[config.mk]
export PLATFORM = sky130hd
export DESIGN_NAME = rmst_ctrl
export DESIGN_NICKNAME = d
export VERILOG_FILES = /design/src/design/rmst_pkg.sv /design/src/design/rmst_min_unit.sv /design/src/design/rmst_ctrl.sv
export SDC_FILE = /design/constraint.sdc
export NUM_CORES = 1
export LEC_CHECK = 0
export BUFFER_PORTS_ARGS = -buffer_cell sky130_fd_sc_hd__buf_2
export CORE_MARGIN = 2
export CORE_UTILIZATION = 54
export CTS_BUF_LIST = sky130_fd_sc_hd__clkbuf_2 sky130_fd_sc_hd__clkbuf_4 sky130_fd_sc_hd__clkbuf_8
export DETAILED_ROUTE_END_ITERATION = 8
export HOLD_SLACK_MARGIN = 0.1
export PLACE_DENSITY = 0.82
export SYNTH_ARGS = -nofsm -noshare
export SYNTH_HDL_FRONTEND = slang
export SYNTH_SLANG_ARGS = --single-unit
[constraint.sdc]
create_clock -name clk -period 4.1 [get_ports clk]
set_input_delay 0.615 -clock clk [delete_from_list [all_inputs] [get_ports clk]]
set_output_delay 0.615 -clock clk [all_outputs]
set_load 0.05 [all_outputs]
[src/design/rmst_pkg.sv]
package rmst_pkg;

	// tree geometry
	localparam int LEAVES   = 1024;
	localparam int LEAF_W   = $clog2(LEAVES);
	localparam int NODE_AW  = LEAF_W + 1;
	localparam int NODES    = 2 * LEAVES;
	localparam int IDX_W    = LEAF_W + 2;
	localparam int RANGE_W  = LEAF_W + 1;
	localparam int VALUE_W  = 32;

	localparam logic signed [VALUE_W-1:0] IDENTITY = VALUE_W'(1000000000);

	// opcodes
	localparam logic OP_WRITE = 1'b0;
	localparam logic OP_QUERY = 1'b1;

	typedef enum logic [2:0] {
		ST_CLEAR,
		ST_IDLE,
		ST_W_RD,
		ST_W_UPD,
		ST_Q_TEST,
		ST_Q_LO,
		ST_Q_HICHK,
		ST_Q_HI
	} rmst_state_t;

	// node memory request from the sequencer
	typedef struct packed {
		logic                      we;
		logic [NODE_AW-1:0]        waddr;
		logic signed [VALUE_W-1:0] wdata;
		logic                      re;
		logic [NODE_AW-1:0]        raddr;
	} rmst_mem_req_t;

endpackage

[src/design/rmst_min_unit.sv]
module rmst_min_unit
	import rmst_pkg::*;
(
	input  logic signed [VALUE_W-1:0] a,
	input  logic signed [VALUE_W-1:0] b,
	output logic signed [VALUE_W-1:0] y
);

	// signed minimum, a wins ties
	assign y = (b < a) ? b : a;

endmodule

[src/design/rmst_ctrl.sv]
module rmst_ctrl
	import rmst_pkg::*;
(
	input  logic                      clk,
	input  logic                      arst_n,
	input  logic                      in_valid,
	output logic                      in_ready,
	input  logic                      opcode,
	input  logic [LEAF_W-1:0]         position,
	input  logic signed [VALUE_W-1:0] new_value,
	input  logic [RANGE_W-1:0]        range_low,
	input  logic [RANGE_W-1:0]        range_high,
	input  logic                      out_free,
	output logic                      done,
	output logic signed [VALUE_W-1:0] result,
	output rmst_mem_req_t             mem_req,
	input  logic signed [VALUE_W-1:0] rd_data
);

	localparam logic [IDX_W-1:0]   TREE_BASE  = IDX_W'(LEAVES);
	localparam logic [RANGE_W-1:0] RANGE_LIM  = RANGE_W'(LEAVES);

	rmst_state_t               state_q, state_d;
	logic [NODE_AW-1:0]        clr_q, clr_d;
	logic [NODE_AW-1:0]        node_q, node_d;
	logic [IDX_W-1:0]          lo_q, lo_d;
	logic [IDX_W-1:0]          hi_q, hi_d;
	logic signed [VALUE_W-1:0] acc_q, acc_d;
	logic signed [VALUE_W-1:0] min_y;
	logic [NODE_AW-1:0]        parent;
	logic [IDX_W-1:0]          hi_dec;
	logic [RANGE_W-1:0]        hi_clip;

	// one shared compare for both the update walk and the query walk
	rmst_min_unit u_min (
		.a (acc_q),
		.b (rd_data),
		.y (min_y)
	);

	assign parent  = {1'b0, node_q[NODE_AW-1:1]};
	assign hi_dec  = hi_q - 1'b1;
	assign hi_clip = (range_high > RANGE_LIM) ? RANGE_LIM : range_high;
	assign result  = acc_q;

	always_ff @(posedge clk or negedge arst_n) begin
		if (!arst_n) begin
			state_q <= ST_CLEAR;
			clr_q   <= '0;
		end else begin
			state_q <= state_d;
			clr_q   <= clr_d;
		end
	end

	always_ff @(posedge clk) begin
		node_q <= node_d;
		lo_q   <= lo_d;
		hi_q   <= hi_d;
		acc_q  <= acc_d;
	end

	always_comb begin
		state_d  = state_q;
		clr_d    = clr_q;
		node_d   = node_q;
		lo_d     = lo_q;
		hi_d     = hi_q;
		acc_d    = acc_q;
		mem_req  = '0;
		in_ready = 1'b0;
		done     = 1'b0;
		unique case (state_q)
			ST_CLEAR: begin
				mem_req.we    = 1'b1;
				mem_req.waddr = clr_q;
				mem_req.wdata = IDENTITY;
				clr_d         = clr_q + 1'b1;
				if (&clr_q) begin
					state_d = ST_IDLE;
				end
			end
			ST_IDLE: begin
				in_ready = 1'b1;
				if (in_valid) begin
					if (opcode == OP_WRITE) begin
						mem_req.we    = 1'b1;
						mem_req.waddr = {1'b1, position};
						mem_req.wdata = new_value;
						node_d        = {1'b1, position};
						acc_d         = new_value;
						state_d       = ST_W_RD;
					end else begin
						acc_d = IDENTITY;
						if (range_low >= hi_clip) begin
							lo_d = '0;
							hi_d = '0;
						end else begin
							lo_d = {1'b0, range_low} + TREE_BASE;
							hi_d = {1'b0, hi_clip} + TREE_BASE;
						end
						state_d = ST_Q_TEST;
					end
				end
			end
			ST_W_RD: begin
				// fetch the sibling of the current node
				mem_req.re    = 1'b1;
				mem_req.raddr = node_q ^ NODE_AW'(1);
				state_d       = ST_W_UPD;
			end
			ST_W_UPD: begin
				mem_req.we    = 1'b1;
				mem_req.waddr = parent;
				mem_req.wdata = min_y;
				acc_d         = min_y;
				node_d        = parent;
				state_d       = (parent == NODE_AW'(1)) ? ST_IDLE : ST_W_RD;
			end
			ST_Q_TEST: begin
				if (lo_q >= hi_q) begin
					if (out_free) begin
						done    = 1'b1;
						state_d = ST_IDLE;
					end
				end else if (lo_q[0]) begin
					mem_req.re    = 1'b1;
					mem_req.raddr = lo_q[NODE_AW-1:0];
					state_d       = ST_Q_LO;
				end else if (hi_q[0]) begin
					mem_req.re    = 1'b1;
					mem_req.raddr = hi_dec[NODE_AW-1:0];
					hi_d          = hi_dec;
					state_d       = ST_Q_HI;
				end else begin
					lo_d = lo_q >> 1;
					hi_d = hi_q >> 1;
				end
			end
			ST_Q_LO: begin
				acc_d   = min_y;
				lo_d    = lo_q + 1'b1;
				state_d = ST_Q_HICHK;
			end
			ST_Q_HICHK: begin
				if (hi_q[0]) begin
					mem_req.re    = 1'b1;
					mem_req.raddr = hi_dec[NODE_AW-1:0];
					hi_d          = hi_dec;
					state_d       = ST_Q_HI;
				end else begin
					lo_d    = lo_q >> 1;
					hi_d    = hi_q >> 1;
					state_d = ST_Q_TEST;
				end
			end
			ST_Q_HI: begin
				acc_d   = min_y;
				lo_d    = lo_q >> 1;
				hi_d    = hi_q >> 1;
				state_d = ST_Q_TEST;
			end
			default: begin
				state_d = ST_IDLE;
			end
		endcase
	end

endmodule
==> flow_metrics.py, run 1 <==
metrics = {
    "run_status": {
        "status": "finished clean",
    },
    "synthesis": {
        "yosysTopAreaCell": "edfxtp_1",
        "yosysWarnings": 0,
        "syn_area_per_cell_um2": 8.825,
        "postSynthCellCount": 733,
        "ys_seq_area_share_pct": 36.52,
        "netlist_area_um2": 6469,
        "synth.top_cell.area_share_pct": 31.10,
        "synth-seq-cells": 81,
        "synth.distinct_cells": 66,
        "synthArstFlopShare_pct": 17.28,
        "synth_nets": 891,
        "synth_most_common_cell": "nand2_1",
        "synth-edff-count": 67,
        "synth_commonest_cells": "121 x nand2_1, 68 x o21ai_1, 67 x edfxtp_1",
        "synthFlopType": "edfxtp_1",
        "synth_area_leaders": "edfxtp_1 31%, ha_1 11%, nand2_1 7.0%, dfrtp_1 5.4%, mux2i_1 5.3%",
    },
    "finish": {
        "fillers": 972,
        "ff_latch_area_um2": 2362,
        "drive_gt1_share_pct": 26.33,
        "fin_area_um2": 7755,
        "fin_nets": 1072,
        "layout.cells.non_filler": 1062,
        "multiInputGateArea_um2": 3717,
        "syn2layout_area_growth_pct": 19.88,
        "num_antenna_cells": 0,
    },
    "setup_path": {
        "end_kind": "output pin",
        "worst-path-max-fanout": 12,
        "crit_family": "compound AO/OA/AOI/OAI gates",
        "path_cells": "inv_1 > ha_1 > a21boi_1 > o21ai_0 > a211o_1 > a21oi_2 > or2_1 > nor2_4 > a221o_1 > buf_2",
        "path_buf_inv": 2,
        "worst_ep_arrival_time_ns": 3.18,
        "rr_startpoint": "lo_q[0]",
        "worstReg2RegEnd": "lo_q[4]",
        "required_ns": 3.48,
        "cpPeakStageDelay_ns": 0.66,
        "reg2reg_depth": 10,
        "critPathLaunch": "lo_q[0]",
        "rrSetupSlack_ns": 1.13,
        "slowest_stage": "edfxtp_1",
        "cp-start-kind": "flip-flop",
        "critPathKind": "flip-flop to output pin",
    },
    "die": {
        "ios": 191,
        "rows": 39,
        "die_w_um": 113.5,
        "die_y_um": 113.5,
        "initial_core_util_pct": 55.93,
        "dieArea_um2": 12870,
        "coreArea_um2": 11560,
    },
    "place": {
        "dpl_cell_area_um2": 7543,
        "place.gp.congestion": 0.9627,
        "place_hpwl_um": 14930,
        "dp.cells": 1046,
        "io_buffers": 190,
    },
    "detailed_routing": {
        "vias_per_cell": 6.040,
        "drc": 0,
        "vias": 6415,
        "drtIter0Drc": 560,
        "routed_wl_um": 19300,
        "ant_nets": 0,
        "wl_per_cell_um": 18.17,
        "dr.pass1.iters": 8,
    },
    "timing": {
        "hold_viol_final": 0,
        "rsz0062_at_grt": "no",
        "finalMaxSlewViolations": 0,
        "skew_ns": 0.01417,
        "fmax_mhz": 263.6,
        "worst_pin_slew_ns": 0.8100,
        "setup_violations": 0,
        "setup_tns_ns": 0,
        "maxSlewHeadroom_pct": 45.94,
        "timing.final.crit_share_pct": 92.54,
        "fin_crit_ns": 3.794,
    },
    "clock_tree": {
        "post_cts.repair.setup_buffers": 0,
        "clockBufferDepth": 2,
        "cts-resized-gates": 0,
        "numCtsBuffers": 9,
        "clk_latency_ns": 0.37,
        "clockRootBuffer": "clkbuf_8",
        "clkTransAtPathRegs_ns": 0.10,
        "cts_tree": "yes",
        "clock_sinks": 81,
        "htree_levels": 3,
        "cts_hold_buf": 0,
    },
    "pwr": {
        "p_clk_share_pct": 8.9,
        "powerDensity_nw_per_um2": 919.5,
        "p_comb_share_pct": 64.5,
        "swShare_pct": 56.45,
        "leakagePower_uw": 0.003670,
        "p_seq_share_pct": 26.6,
        "p_sw_uw": 4025,
        "cellInternalPower_uw": 3105,
        "ir_drop_mv": 0.4247,
    },
    "run": {
        "cap_violations": 0,
    },
    "global_routing": {
        "grt_pass1_vias": 6045,
        "antenna_found_initial": 0,
        "grt_pass1_wl_um": 30040,
        "overflow": 0,
        "grt_max_degree": 46,
        "track_usage_pct": 29.42,
    },
    "min_path": {
        "hold_class": "input pin to asynchronous set/reset pin",
    },
}
## stage by stage
stage / hold WS [ns] / worst slack [ns] / power (uW) / utilization (%)
2_1_floorplan: 0.3194 / 0.5217 / 5339 / -
3_3_place_gp: 0.4836 / 0.5004 / 6355 / 65.23
3_5_place_dp: 0.4861 / 0.4593 / 6446 / 65.23
4_1_cts: 0.1310 / 0.3125 / 7088 / 67.06
5_1_grt: 0.1475 / 0.08879 / 7549 / 67.06
6_report: 0.1317 / 0.3057 / 7131 / 67.06
## kinds of logic after synthesis
kind of cell	share of synthesized area (%)
muxes	5.435
AOI/OAI and AO/OA	21.70
buffers and inverters	6.422
DFF	36.52
and+or+nand+nor	16.33
adders and majority gates	11.03
xor gates and xnor gates	2.573
## worst register-to-register path: cells and delay by family, from the launching register on
family                     cells  cell delay, ns
DFF                            1            0.66
AOI/OAI and AO/OA              5            1.03
and+or+nand+nor                2            0.38
buffers and inverters          2            0.34
adders and majority gates      1            0.31
## power by group through the flow
stage / Combinational [uW] / Clock (uW) / Sequential (uW)
after floorplan: 3140 / 0 / 2200
after global placement: 4470 / 0 / 1890
after detailed placement: 4550 / 0 / 1890
after CTS: 4570 / 636 / 1880
after global routing: 4940 / 670 / 1940
final: 4600 / 635 / 1900
## worst max path at each step
stage,end,cells after the start,slack (ns)
global route,mem_req[2],10,0.09
global placement,mem_req[16],11,0.50
detailed placement,mem_req[36],11,0.46
finish,mem_req[2],10,0.31
CTS,mem_req[2],10,0.31
floorplan,mem_req[23],11,0.52
## cell type report
type	instances	share of cell area [%]
tap	143	2.307
multi-input combinational	557	47.93
inverter	61	2.953
sequential	81	30.46
timing repair buffer	204	13.62
clock inverter	6	0.9519
clock buffer	10	1.775
## cell usage in the layout, fill, tap and decap left out, drive strengths merged, types with 7 or more instances in the layout
master / n
and2: 7
xnor2: 10
a221o: 18
a21o: 10
edfxtp: 67
o21ai: 103
mux2i: 34
dfrtp: 14
clkbuf: 10
nand3: 12
a222oi: 9
nor3: 10
buf: 204
nand4: 10
inv: 63
a21oi: 41
nor2: 32
nand2: 121
xor2: 9
or3: 7
ha: 57
## sequential cells by signal, summed over array words and instances (netlist names)
signal	count
result	32
lo_q	12
state_q	3
node_q	11
clr_q	11
hi_q	12
## metal layers
metal	part of all wire (%)	GRT usage (%)
met5	0	0
met4	3.1	13.50
met2	49	48.82
met1	41	38.63
met3	7.7	3.773
Power figures use the tool's default switching activity.
==> run 2: changes to the inputs <==
- RECOVER_POWER: default -> 25
==> run 2 against run 1 <==
Compared with the run above:
- the run now ends with max-capacitance violations, max-slew violations left
- design area decreased by 0.74%
- first-iteration DRC count increased by 13%
- clock-buffer cell count unchanged
- total power decreased by 0.62%
- maximum frequency decreased by 0.22%
- flip-flop and latch count unchanged
- clock skew decreased by 0.00093 ns
- die area unchanged
- via count about the same
- worst setup slack got worse by 0.0083 ns
- sequential power about the same
- final cell count unchanged
- critical endpoint unchanged
==> flow_metrics.py, run 2 (synthesis gave the netlist of run 1 again) <==
metrics = {
    "finish": {
        "num_antenna_cells": 0,
        "largest_register_ffs": 32,
        "drive_gt1_share_pct": 22.31,
        "fillers": 999,
        "syn2layout_area_growth_pct": 18.99,
        "layout_common_cells": "157 x buf_2, 121 x nand2_1, 67 x o21ai_1, 67 x edfxtp_1, 59 x inv_1",
        "fin_nets": 1072,
        "final_common_cell": "buf_2",
    },
    "pwr": {
        "leakagePower_uw": 0.003565,
        "powerDensity_nw_per_um2": 920.6,
        "fin_total_pwr_uw": 7086,
        "ir_drop_mv": 0.4248,
    },
    "clock_tree": {
        "clockRootBuffer": "clkbuf_8",
        "cts_hold_buf": 0,
        "cts-resized-gates": 0,
        "post_cts.repair.setup_buffers": 0,
        "clockBufferDepth": 2,
        "numCtsBuffers": 9,
        "cts_tree": "yes",
        "htree_levels": 3,
        "clkTransAtPathRegs_ns": 0.09,
        "clock_sinks": 81,
        "clk_latency_ns": 0.37,
    },
    "detailed_routing": {
        "dr.pass1.iters": 6,
        "drtIter0Drc": 635,
        "routed_wl_um": 19310,
        "vias": 6413,
        "wl_per_cell_um": 18.19,
        "vias_per_cell": 6.039,
        "drc": 0,
        "ant_nets": 0,
    },
    "setup_path": {
        "required_ns": 3.48,
        "critPathKind": "flip-flop to output pin",
        "cp-start-kind": "flip-flop",
        "rr_startpoint": "state_q[2]",
        "worst-path-max-fanout": 12,
        "worst_ep_arrival_time_ns": 3.19,
        "end_kind": "output pin",
        "critPathLaunch": "lo_q[0]",
    },
    "run": {
        "cap_violations": 1,
    },
    "timing": {
        "finalMaxSlewViolations": 33,
        "timing.final.crit_share_pct": 92.75,
        "setup_tns_ns": 0,
        "rsz0062_at_grt": "no",
        "hold_viol_final": 0,
        "skew_ns": 0.01323,
        "worst_pin_slew_ns": 1.869,
        "maxSlewHeadroom_pct": -24.57,
        "hold_ws_ns": 0.3016,
        "fmax_mhz": 263.0,
        "setup_violations": 0,
        "fin_crit_ns": 3.803,
    },
    "global_routing": {
        "use_met1_pct": 38.63,
        "gr-usage-met2_pct": 48.82,
        "track_usage_pct": 29.42,
        "grt_busiest_layer": "met2",
        "overflow": 0,
        "grt_pass1_vias": 6045,
        "grt_pass1_wl_um": 30040,
        "use_met3_pct": 3.773,
        "antenna_found_initial": 0,
        "grt_max_degree": 46,
    },
    "die": {
        "dieArea_um2": 12870,
        "die_y_um": 113.5,
        "die_w_um": 113.5,
        "initial_core_util_pct": 55.93,
        "ios": 191,
        "rows": 39,
        "coreArea_um2": 11560,
    },
    "place": {
        "place_hpwl_um": 14930,
        "io_buffers": 190,
        "place.gp.congestion": 0.9627,
    },
    "run_status": {
        "status": "complete, but fails checks",
        "violations": "max-capacitance violations, max-slew violations",
    },
    "min_path": {
        "hold_class": "input pin to asynchronous set/reset pin",
    },
}
==> run 2: area by class of cell <==
class | count | area (um2) | area share, %
clock buffer | 10 | 137.6 | 1.788
clock inverter | 6 | 73.82 | 0.9590
inverter | 61 | 229.0 | 2.975
multi-input combinational | 557 | 3712 | 48.23
sequential | 81 | 2362 | 30.69
tap | 143 | 178.9 | 2.324
timing repair buffer | 204 | 1003 | 13.04
==> run 2: final timing paths <==
check / slack [ns] / to / cells past startpoint
worst max-delay path: 0.30 / mem_req[2] / 10
worst min-delay path: 0.30 / clr_q[7] / 1
worst max register to register: 0.93 / result[0] / 3
worst min register to register: 0.50 / clr_q[7] / 1
max in group asynchronous: 3.29 / clr_q[1] / 1
min in group clk: 0.50 / clr_q[7] / 1
==> run 2: stage by stage <==
stage / worst slack [ns] / utilization [%] / instance area [um2] / instances
2_1_floorplan: 0.5217 / - / 6469 / 733
3_3_place_gp: 0.5004 / 65.23 / 7543 / 1046
3_5_place_dp: 0.4593 / 65.23 / 7543 / 1046
4_1_cts: 0.3125 / 67.06 / 7755 / 1062
5_1_grt: 0.08879 / 66.56 / 7697 / 1062
6_report: 0.2974 / 66.56 / 7697 / 1062
==> run 2: routing by layer <==
layer  routed length, um  share of wire, %  vias to the layer above
met4                 618               3.2                        0
met5                   0                 0                        -
li1                    -                 -                     3037
met1                7882                41                     2998
met3                1455               7.5                       49
met2                9357                48                      329
==> run 2: where the power goes <==
part	switching [uW]	internal, uW	total [uW]
Clock	327	305	632
Combinational	3240	1310	4550
Sequential	461	1440	1910
==> run 2: worst max-delay path, cell delays in order (launching register included) <==
cell and delay, ns:
edfxtp_1 0.67, inv_1 0.13, ha_1 0.31, a21boi_1 0.11
o21ai_0 0.10, a211o_1 0.27, a21oi_2 0.29, or2_1 0.30
nor2_4 0.10, a221o_1 0.32, buf_2 0.22
